<file path="src/rtl/core/spc_pkg.sv">
// Shared constants, command codes, control structs and helper functions of the shuffle player.
package spc_pkg;

    // Default library depth.
    localparam int MAX_TRACKS_DEF = 1024;

    // Field widths.
    localparam int IDX_W      = 10;
    localparam int OP_W       = 3;
    localparam int FID_W      = 16;
    localparam int SIZE_W     = 11;
    localparam int VREQ_W     = 16;
    localparam int VOL_W      = 8;
    localparam int RNG_W      = 32;
    localparam int CFG_IDX_W  = 2;
    localparam int CFG_DATA_W = 32;
    localparam int S_TDATA_W  = 56;
    localparam int M_TDATA_W  = 40;

    // Register reset values.
    localparam logic [VOL_W-1:0] MAX_VOL_RST  = 8'd21;
    localparam logic [VOL_W-1:0] INIT_VOL_RST = 8'd12;
    localparam logic [RNG_W-1:0] SEED_RST     = 32'd2463534242;

    // Operation codes.
    localparam logic [OP_W-1:0] OP_PLAY   = 3'd0;
    localparam logic [OP_W-1:0] OP_TOGGLE = 3'd1;
    localparam logic [OP_W-1:0] OP_PAUSE  = 3'd2;
    localparam logic [OP_W-1:0] OP_NEXT   = 3'd3;
    localparam logic [OP_W-1:0] OP_PREV   = 3'd4;
    localparam logic [OP_W-1:0] OP_VOLUME = 3'd5;
    localparam logic [OP_W-1:0] OP_STOP   = 3'd6;
    localparam logic [OP_W-1:0] OP_EOT    = 3'd7;

    // Configuration register indexes.
    localparam logic [CFG_IDX_W-1:0] CFG_MAX_VOL  = 2'd0;
    localparam logic [CFG_IDX_W-1:0] CFG_INIT_VOL = 2'd1;
    localparam logic [CFG_IDX_W-1:0] CFG_SEED     = 2'd2;

    // Commands from the controller to the datapath.
    typedef struct packed {
        logic latch_in;
        logic play_setup;
        logic fill_init;
        logic fill_step;
        logic shuf_init;
        logic mdiv_start;
        logic limit_cap;
        logic rng_step;
        logic rdiv_start;
        logic j_cap;
        logic rd_j;
        logic rd_i;
        logic wr_i;
        logic wr_j;
        logic begin_play;
        logic pos_inc;
        logic pos_dec;
        logic toggle;
        logic pause;
        logic vol_set;
        logic stop;
        logic out_load;
    } cmd_t;

    // Status from the datapath to the controller.
    typedef struct packed {
        logic [OP_W-1:0] op;
        logic            size_zero;
        logic            loaded;
        logic            paused;
        logic            qlen_zero;
        logic            pos_last;
        logic            fill_done;
        logic            shuf_done;
        logic            div_done;
        logic            reject;
    } stat_t;

    // One step of the xorshift32 generator.
    function automatic logic [RNG_W-1:0] xorshift32(input logic [RNG_W-1:0] x);
        logic [RNG_W-1:0] y;
        y = x ^ (x << 13);
        y = y ^ (y >> 17);
        y = y ^ (y << 5);
        return y;
    endfunction

    // A zero seed falls back to the reset seed.
    function automatic logic [RNG_W-1:0] fix_seed(input logic [RNG_W-1:0] s);
        return (s == '0) ? SEED_RST : s;
    endfunction

endpackage

</file>
<file path="src/rtl/core/spc_ctrl.sv">
// Controller state machine: sequences command decode, table fill, shuffle swaps and result output.
module spc_ctrl (
    input  logic           clk,
    input  logic           rst_n,
    input  logic           s_tvalid,
    output logic           s_tready,
    output logic           m_tvalid,
    input  logic           m_tready,
    input  spc_pkg::stat_t stat,
    output spc_pkg::cmd_t  cmd
);
    import spc_pkg::*;

    localparam logic [3:0] S_IDLE   = 4'd0;
    localparam logic [3:0] S_DECODE = 4'd1;
    localparam logic [3:0] S_FILLI  = 4'd2;
    localparam logic [3:0] S_FILL   = 4'd3;
    localparam logic [3:0] S_SHUF   = 4'd4;
    localparam logic [3:0] S_MSTART = 4'd5;
    localparam logic [3:0] S_MWAIT  = 4'd6;
    localparam logic [3:0] S_RSTEP  = 4'd7;
    localparam logic [3:0] S_RCHK   = 4'd8;
    localparam logic [3:0] S_RWAIT  = 4'd9;
    localparam logic [3:0] S_RDJ    = 4'd10;
    localparam logic [3:0] S_RDI    = 4'd11;
    localparam logic [3:0] S_WRI    = 4'd12;
    localparam logic [3:0] S_WRJ    = 4'd13;
    localparam logic [3:0] S_LOOK   = 4'd14;
    localparam logic [3:0] S_DONE   = 4'd15;

    logic [3:0] state_reg, state_next;
    logic       valid_reg, valid_next;

    // State transitions and command generation.
    always_comb
    begin
        state_next = state_reg;
        cmd        = '0;
        case (state_reg)
            S_IDLE:
            begin
                if (s_tvalid)
                begin
                    cmd.latch_in = 1'b1;
                    state_next   = S_DECODE;
                end
            end
            S_DECODE:
            begin
                state_next = S_LOOK;
                case (stat.op)
                    OP_PLAY:
                    begin
                        if (!stat.size_zero)
                        begin
                            cmd.play_setup = 1'b1;
                            state_next     = S_FILLI;
                        end
                    end
                    OP_TOGGLE: cmd.toggle = stat.loaded;
                    OP_PAUSE:  cmd.pause  = stat.loaded && !stat.paused;
                    OP_PREV:
                    begin
                        if (!stat.qlen_zero)
                        begin
                            cmd.pos_dec    = 1'b1;
                            cmd.begin_play = 1'b1;
                        end
                    end
                    OP_VOLUME: cmd.vol_set = 1'b1;
                    OP_STOP:   cmd.stop    = 1'b1;
                    default:
                    begin
                        // Next track and end of track step forward.
                        if (!stat.qlen_zero)
                        begin
                            if (stat.pos_last)
                            begin
                                state_next = S_FILLI;
                            end
                            else
                            begin
                                cmd.pos_inc    = 1'b1;
                                cmd.begin_play = 1'b1;
                            end
                        end
                    end
                endcase
            end
            S_FILLI:
            begin
                cmd.fill_init = 1'b1;
                state_next    = S_FILL;
            end
            S_FILL:
            begin
                if (stat.fill_done)
                begin
                    cmd.shuf_init = 1'b1;
                    state_next    = S_SHUF;
                end
                else
                begin
                    cmd.fill_step = 1'b1;
                end
            end
            S_SHUF:
            begin
                if (stat.shuf_done)
                begin
                    cmd.begin_play = 1'b1;
                    state_next     = S_LOOK;
                end
                else
                begin
                    state_next = S_MSTART;
                end
            end
            S_MSTART:
            begin
                cmd.mdiv_start = 1'b1;
                state_next     = S_MWAIT;
            end
            S_MWAIT:
            begin
                if (stat.div_done)
                begin
                    cmd.limit_cap = 1'b1;
                    state_next    = S_RSTEP;
                end
            end
            S_RSTEP:
            begin
                cmd.rng_step = 1'b1;
                state_next   = S_RCHK;
            end
            S_RCHK:
            begin
                if (stat.reject)
                begin
                    state_next = S_RSTEP;
                end
                else
                begin
                    cmd.rdiv_start = 1'b1;
                    state_next     = S_RWAIT;
                end
            end
            S_RWAIT:
            begin
                if (stat.div_done)
                begin
                    cmd.j_cap  = 1'b1;
                    state_next = S_RDJ;
                end
            end
            S_RDJ:
            begin
                cmd.rd_j   = 1'b1;
                state_next = S_RDI;
            end
            S_RDI:
            begin
                cmd.rd_i   = 1'b1;
                state_next = S_WRI;
            end
            S_WRI:
            begin
                cmd.wr_i   = 1'b1;
                state_next = S_WRJ;
            end
            S_WRJ:
            begin
                cmd.wr_j   = 1'b1;
                state_next = S_SHUF;
            end
            S_LOOK:
            begin
                state_next = S_DONE;
            end
            S_DONE:
            begin
                if (!valid_reg || m_tready)
                begin
                    cmd.out_load = 1'b1;
                    state_next   = S_IDLE;
                end
            end
            default:
            begin
                state_next = S_IDLE;
            end
        endcase
    end

    // The result register holds until the transaction completes.
    always_comb
    begin
        valid_next = valid_reg;
        if (cmd.out_load)
        begin
            valid_next = 1'b1;
        end
        else if (m_tready)
        begin
            valid_next = 1'b0;
        end
    end

    always_ff @(posedge clk or negedge rst_n)
    begin
        if (!rst_n)
        begin
            state_reg <= S_IDLE;
            valid_reg <= 1'b0;
        end
        else
        begin
            state_reg <= state_next;
            valid_reg <= valid_next;
        end
    end

    assign s_tready = (state_reg == S_IDLE);
    assign m_tvalid = valid_reg;

endmodule

</file>
<file path="config.mk">
export PLATFORM = sky130hd
export DESIGN_NAME = spc_ctrl
export DESIGN_NICKNAME = d
export VERILOG_FILES = /design/src/rtl/core/spc_pkg.sv /design/src/rtl/core/spc_ctrl.sv
export SDC_FILE = /design/constraint.sdc
export NUM_CORES = 1
export LEC_CHECK = 0
export BUFFER_PORTS_ARGS = -buffer_cell sky130_fd_sc_hd__buf_2
export CORE_MARGIN = 4
export CORE_UTILIZATION = 44
export DETAILED_ROUTE_END_ITERATION = 10
export PLACE_DENSITY = 0.83
export SLEW_MARGIN = 20
export SYNTH_ARGS = -nofsm -noshare
export SYNTH_HDL_FRONTEND = slang
export SYNTH_SLANG_ARGS = --single-unit
export TNS_END_PERCENT = 5
</file>
<file path="constraint.sdc">
create_clock -name clk -period 3.65 [get_ports clk]
set_input_delay 0.365 -clock clk [delete_from_list [all_inputs] [get_ports clk]]
set_output_delay 0.365 -clock clk [all_outputs]
set_load 0.01 [all_outputs]
</file>
**After elaboration in Yosys (flattened, before gate mapping)**

Cells that the tools add are included.

- Equality and inequality tests: 25
- Mux-type cells: 49
- Reductions and logical operators: 11

Operators by type and width:

| cell | count |
|---|---|
| one-hot mux 4 bit (16 select lines) | 1 |
| 2-to-1 mux 4 bit | 10 |
| equality test 4 bit (second input constant) | 8 |
| 2-to-1 mux 1 bit | 31 |
| equality test 4 x 3 -> 1 bit (second input constant) | 4 |
| inequality test 2 bit (second input constant) | 5 |
| OR reduction 5 bit | 2 |
| equality test 3 bit (second input constant) | 3 |
| equality test 4 x 2 -> 1 bit (second input constant) | 2 |
| one-hot mux 4 bit (2 select lines) | 1 |
| 2-to-1 mux 2 bit | 3 |
| 2-to-1 mux 6 bit | 1 |
| OR reduction 6 bit | 1 |
| AND reduction 5 bit | 1 |
| equality test 4 x 1 -> 1 bit (second input constant) | 1 |
| logical NOT 4 bit | 1 |
| one-hot mux 1 bit (2 select lines) | 2 |
| equality test 3 x 1 -> 1 bit (second input constant) | 1 |
| equality test 3 x 2 -> 1 bit (second input constant) | 1 |
| logical NOT 3 bit | 1 |
| logical NOT 1 bit | 2 |
| nonzero test 2 bit | 1 |
| logical AND 1 bit | 1 |
| logical OR 1 bit | 1 |

- Register bits after elaboration: 5
- Output and inout bits: 24
- Logic and storage cells: 87

**Depth between registers and ports, before layout**

Gate-level depths: netlist (run 1).

- Depth in word-level cells: 5
- Gate-level depth with buffers: 6

**Least setup slack after synthesis (run 1)**

No wires, ideal clock.

- Path type: flip-flop to output port
- Start point: register state_reg[1]
- End point: output cmd[7] (netlist name)
- Arrival: 1.681 ns
- Slack: 1.604 ns
- Stages on the path, launching flop included: 6
- Cells stage by stage: dfrtp_1 clkbuf_1 nor4b_2 nand2_1 nor4_1 a311o_1

RTL lines:

| item | RTL line | source |
|---|---|---|
| start: declaration | spc_ctrl.sv:31 | `logic [3:0] state_reg, state_next;` |
| start signal: assignment | spc_ctrl.sv:219 | `state_reg <= state_next;` |
| end: declaration | spc_ctrl.sv:10 | `output spc_pkg::cmd_t cmd` |

==> key figures, run 1 <==
Placement
  • Post-Place Cell Area: 813 sq um
  • Placer Congestion: 0.889
  • Post-DP HPWL: 1350 microns
  • Port Buffers: 39

Logic synthesis
  • #FFs+latches synth: 5
  • Ys Warns: 0
  • Post-synth top flop: dfrtp_1
  • Post-synth EDFFs: 0
  • Synth Area per Inst: 7.71 sq um
  • Post-synthesis adder-cell area fraction: 0
  • Post-synthesis cell type count: 35
  • Async S/R FF share, synth: 1.00
  • Largest family of logic cells by synthesized area: simple AND/OR/NAND/NOR gates
  • Mux contribution to synthesized area: 0.0871
  • Post-Synth Simple-Gate Area: 0.442
  • Sequential area share after synthesis: 0.198
  • Synth Area in Compound Gates: 0.192
  • Post-Syn Area: between 600 and 700 sq um
  • XOR/XNOR Fraction of Synth Area: 0
  • Post-Syn Nets: ~100
  • Cells after Synth: 82

STA
  • Final setup viols: 0
  • Measured slew at the worst slew-check pin: around 600 ps
  • Worst clock skew: ~1.3 ps
  • Final period util: 0.659
  • RSZ-0062 raised after global routing: false
  • Final Hold Viols: 0
  • Total Neg Setup Slack: 0 ps
  • Slew Viols, Final: 0
  • Max Fclk: 0.416 GHz
  • Relative slew slack: 0.600
  • Minimum clock period: around 2400 ps

Worst hold path
  • Hold crit path type: in2reg
  • HP Start: m_tready
  • Worst Hold Depth: 3
  • Hold Path End: m_tvalid

Global route
  • Vias in the first global route: ~660
  • GR Util All Layers: 0.173
  • Gr ovfl total: 0
  • Largest net degree at the start of global routing: 21
  • First-pass GRT wire length: ~2700 microns
  • Initial antenna violation count: 0

Cells and area
  • Layout area overhead: 34.5%
  • Nets: 136
  • Final Instance Area: 850 sq um
  • Commonest non-fill, non-tap cells in the layout: buf_2 (39), nor2_1 (11), nand2_1 (8)
  • Leading cell type in the layout, fill and taps excluded: buf_2
  • Layout fillers: roughly 130
  • Share of post-route cells with drive strength above 1: 0.429
  • Number of flip-flops in the largest register: 4
  • ANT cells: 0

Floorplan
  • Initial Util: 0.474
  • IO Count: 40
  • Chip width: roughly 46 microns
  • Core box area: about 1300 sq um
  • Die height: roughly 46 microns
  • Die ar.: 2110 sq um
  • # rows: 13

Clocking
  • CTS hold repair buffers: 1
  • Clock sinks: 5
  • Clock buffer depth: 2
  • Clk root buf: clkbuf_4
  • CTS tree: done
  • PostCTS Resize Cnt: 0
  • Postcts setup bufs: 0
  • CTS H-tree lvls: 1
  • Total CTS buffers: 3
  • Worst-Skew Late Latency: between 200 and 250 ps
  • Worst-path clk slew: approximately 40 ps

Critical path
  • Worst EP required: about 3300 ps
  • Critical path fanouts, max: 17
  • FF-to-FF End: state_reg[0]
  • Worst Setup Start Kind: flip-flop
  • R2R Path Start: state_reg[2]
  • Critical path class: reg2out
  • Worst R2R Path Depth: 4
  • R2R Setup Slk: 1570 ps
  • CP Capture Type: output pin
  • Crit path DAT: approximately 2000 ps

Power
  • Power, Total: approximately 610 uW
  • VDD IR max: 371 uV
  • PD cells: roughly 720 nW/um^2
  • P_leak: between 0.0004 and 0.0005 uW

Route
  • Vias: 757
  • Drt first-iter violations: 9
  • Routed Antenna Nets: 0
  • Vias per cell: 5.65
  • Drt drc: 0
  • Detailed Routing Iterations Pass 1: 4
  • Final wirelength: about 1700 microns
  • Routed len/inst: roughly 13 microns

Run status
  • Status: finished, final reports clean

Flow run
  • Max Cap Violations: 0
==> per-layer routing <==
layer,up-vias,part of all wire,GRT usage
li1,377,-,-
met1,343,0.39,0.192
met5,-,0,0
met3,4,0.065,0.0237
met4,0,0.020,0.0852
met2,33,0.52,0.313
==> worst max-delay path by stage <==
stage	from	endpoint	slack [ps]	depth (start not counted)
final	state_reg[1]	cmd[7]	1240	5
after global routing	state_reg[1]	cmd[7]	1100	5
after CTS	state_reg[1]	cmd[7]	1240	5
after detailed placement	state_reg[1]	cmd[7]	1510	5
after global placement	state_reg[1]	cmd[7]	1560	5
after floorplan	state_reg[1]	cmd[7]	1600	5
==> power breakdown <==
part           internal [uW]  total, uW  switching [uW]
sequential              84.2        197             113
clock                   41.2       61.5            20.3
combinational            191        356             166
==> cells by family after synthesis <==
family / count (synthesis)
buffers and inverters: 12
multiplexers: 4
AO/OA/AOI/OAI: 15
AND/OR/NAND/NOR: 46
flip-flops: 5
==> worst max-delay path: stages (launching register included) <==
cell and delay (ps):
dfrtp_1 550, nand2b_1 260, or3_1 390, nor4_1 320, a311o_1 160, buf_2 120
==> stage by stage <==
step	std cells	setup WS, ps	hold slack [ps]	util
floorplan	82	1600	69.4	-
global placement	129	1560	180	0.610
detailed placement	129	1510	179	0.610
CTS	134	1240	450	0.637
global route	134	1100	502	0.637
finish	134	1240	462	0.637
==> cell usage after synthesis (all sizes together), types with 2 or more instances <==
library cell / count / area share
nor4b: 2 / 0.038
nand2: 8 / 0.048
a21oi: 6 / 0.048
mux2: 3 / 0.071
nand4bb: 2 / 0.036
nor4: 7 / 0.089
nand2b: 5 / 0.050
dfrtp: 5 / 0.20
nor2b: 2 / 0.020
inv: 5 / 0.030
nor3: 2 / 0.016
clkbuf: 3 / 0.018
buf: 4 / 0.034
nor2: 11 / 0.065
==> layout make-up <==
type                            instances  area (sq um)  share of cell area
Inverter                                5          18.8              0.0221
Sequential cell                         5           125               0.147
Clock buffer                            4          26.3              0.0309
Tap cell                               15          18.8              0.0221
Multi-Input combinational cell         65           455               0.536
Timing Repair Buffer                   40           205               0.242
No activity file was read; power rests on OpenSTA's default activity.
==> inputs of run 2 (changes only) <==
--- a/config.mk
+++ b/config.mk
@@ -7,9 +7,9 @@
 export LEC_CHECK = 0
 export BUFFER_PORTS_ARGS = -buffer_cell sky130_fd_sc_hd__buf_2
 export CORE_MARGIN = 4
-export CORE_UTILIZATION = 44
+export CORE_UTILIZATION = 37
 export DETAILED_ROUTE_END_ITERATION = 10
-export PLACE_DENSITY = 0.83
+export PLACE_DENSITY = 0.75
 export SLEW_MARGIN = 20
 export SYNTH_ARGS = -nofsm -noshare
 export SYNTH_HDL_FRONTEND = slang
==> constraint.sdc (replaced) <==
create_clock -name clk -period 2.2 [get_ports clk]
set_input_delay 0.22 -clock clk [delete_from_list [all_inputs] [get_ports clk]]
set_output_delay 0.22 -clock clk [all_outputs]
set_load 0.01 [all_outputs]
==> run 2 against run 1 <==
  * Register-to-register slack lost 1200 ps
  * First-iteration DRC count grew 33%
  * Clock power grew 67%
  * Critical endpoint unchanged
==> key figures, run 2 (synthesis results as in run 1) <==
Cells and area
  • Commonest non-fill, non-tap cells in the layout: buf_2 (39), nor2_1 (11), nand2_1 (8) (unchanged)
  • Utilization after layout: 0.574 (was 0.637)
  • Layout area overhead: 41.6% (was 34.5%)
  • FF/Latch Area: 126 sq um (was 125 sq um)
  • Multi-input gate area: 468 sq um (was 455 sq um)
  • Number of flip-flops in the largest register: 4 (unchanged)
  • Final Instance Area: 895 sq um (was 850 sq um)
  • Leading cell type in the layout, fill and taps excluded: buf_2 (unchanged)
  • Nets: 140 (was 136)
  • Share of post-route cells with drive strength above 1: 0.472 (was 0.429)
  • ANT cells: 0 (unchanged)
  • Layout fillers: 153 (was 127)

STA
  • Minimum clock period: between 2000 and 2500 ps
  • Final period util: 0.919
  • Slew Viols, Final: 0 (unchanged)
  • RSZ-0062 raised after global routing: false (unchanged)
  • Measured slew at the worst slew-check pin: 599 ps (was 601 ps)
  • Worst clock skew: 1.71 ps (was 1.32 ps)
  • Max Fclk: slightly below 0.5 GHz
  • Final Hold Viols: 0 (unchanged)
  • Total Neg Setup Slack: 0 ps (unchanged)
  • Final setup viols: 0 (unchanged)
  • Relative slew slack: 0.595 (was 0.600)

Placement
  • Post-DP HPWL: 1470 microns (was 1350 microns)
  • Post-Place Cell Area: 845 sq um (was 813 sq um)
  • Port Buffers: 39 (unchanged)
  • Placer Congestion: 0.782 (was 0.889)

Critical path
  • Crit path DAT: 1800 ps (was 2040 ps)
  • CP delay by family, top: simple AND/OR/NAND/NOR gates (unchanged)
  • CP Capture Type: output pin (unchanged)
  • Worst EP required: 1980 ps (was 3280 ps)
  • CP cell instances: buf_4, nor4b_2, nand2_1, nor4_2, a311o_1, buf_2 (was nand2b_1, or3_1, nor4_1, a311o_1, buf_2)
  • Max stage delay on crit path: 410 ps (was 550 ps)
  • Critical Path Stages: 6 (was 5)
  • Critical Path Slowest Stage Cell: dfrtp_1 (unchanged)
  • Critical path fanouts, max: 13 (was 17)
  • Critical path class: reg2out (unchanged)
  • Buf+Inv Stages, Crit Path: 2 (was 1)
  • Worst Setup Start Kind: flip-flop (unchanged)
  • Worst R2R Path Depth: 4 (unchanged)

Global route
  • First-pass GRT wire length: 3120 microns (was 2680 microns)
  • Initial antenna violation count: 0 (unchanged)
  • Gr ovfl total: 0 (unchanged)
  • GR Util All Layers: 0.159 (was 0.173)
  • Largest net degree at the start of global routing: 14 (was 21)
  • Vias in the first global route: 745 (was 663)

Route
  • Drt drc: 0 (unchanged)
  • Vias per cell: 5.54 (was 5.65)
  • Drt first-iter violations: 12 (was 9)
  • Routed Antenna Nets: 0 (unchanged)
  • Final wirelength: 1780 microns (was 1730 microns)
  • Vias: 770 (was 757)
  • Detailed Routing Iterations Pass 1: 4 (unchanged)
  • Routed len/inst: 12.8 microns (was 12.9 microns)

Worst hold path
  • Worst Hold Depth: 3 (unchanged)
  • Hold crit path type: in2reg (unchanged)

Clocking
  • Clock sinks: 5 (unchanged)
  • CTS H-tree lvls: 1 (unchanged)
  • Clock buffer depth: 2 (unchanged)
  • Postcts setup bufs: 0 (unchanged)
  • Worst-path clk slew: 40 ps (about the same)
  • Worst-Skew Late Latency: 240 ps (about the same)
  • CTS tree: done (unchanged)
  • Total CTS buffers: 3 (unchanged)
  • Clk root buf: clkbuf_4 (unchanged)

Power
  • PD cells: 1210 nW/um^2 (was 723 nW/um^2)
  • P_leak: 0.000463 uW (was 0.000444 uW)
  • VDD IR max: 506 uV (was 371 uV)

Floorplan
  • Initial Util: 0.405 (was 0.474)
  • Die ar.: 2430 sq um (was 2110 sq um)
  • Die height: 49.3 microns (was 45.9 microns)
  • # rows: 14 (was 13)
  • Chip width: 49.3 microns (was 45.9 microns)
  • IO Count: 40 (unchanged)
  • Core box area: 1560 sq um (was 1330 sq um)

Flow run
  • Max Cap Violations: 0 (unchanged)

Run status
  • Status: finished, final reports clean (unchanged)
run 2: layout make-up:
cell class / count / area share
multi-input combinational: 65 / 0.523
timing repair buffer: 44 / 0.263
sequential: 5 / 0.141
clock buffer: 4 / 0.0294
tap: 16 / 0.0224
inverter: 5 / 0.0210
run 2: worst reg2reg max path: stages, from the launching register on:
cell,delay (ps)
dfrtp_1,530
nand4bb_1,200
a21oi_1,110
a2111oi_4,520
mux2_4,340
run 2: power by group:
part | internal [uW] | switching, uW | leakage (uW)
Sequential | 144 | 87.7 | 0.0000593
Clock | 68.4 | 34.5 | 0.0000150
Combinational | 364 | 384 | 0.000388
run 2: worst paths after layout:
check                                to         start  slack [ps]
hold reg to reg                m_tvalid      m_tvalid         510
setup reg to reg           state_reg[0]  state_reg[2]         380
min in group asynchronous      m_tvalid         rst_n         330
max in group asynchronous  state_reg[0]         rst_n        1730
hold / removal                 m_tvalid      m_tready         280
setup / recovery                 cmd[7]  state_reg[1]         180
run 2: through the flow:
step	power, uW	hold slack, ps	setup slack [ps]	std cells
after floorplan	772	-75.6	299	82
after global placement	962	36.8	378	134
after detailed placement	975	37.4	294	134
after CTS	1090	277	11.9	139
after global routing	1190	295	59.7	139
final	1080	283	179	139
run 2: repair_timing:
item                                    4_1_cts  5_1_grt
endpoints found under the setup margin        0        4
endpoints found under the hold margin         5        0
hold buffers                                  1        0
resized for setup                             0        3
run 2: metal layers:
metal | part of all wire | global-route usage | vias to the layer above
met5 | 0 | 0 | -
met4 | 0 | 0.0616 | 0
met3 | 0.067 | 0.0367 | 0
met2 | 0.51 | 0.286 | 32
met1 | 0.42 | 0.177 | 355
li1 | - | - | 383
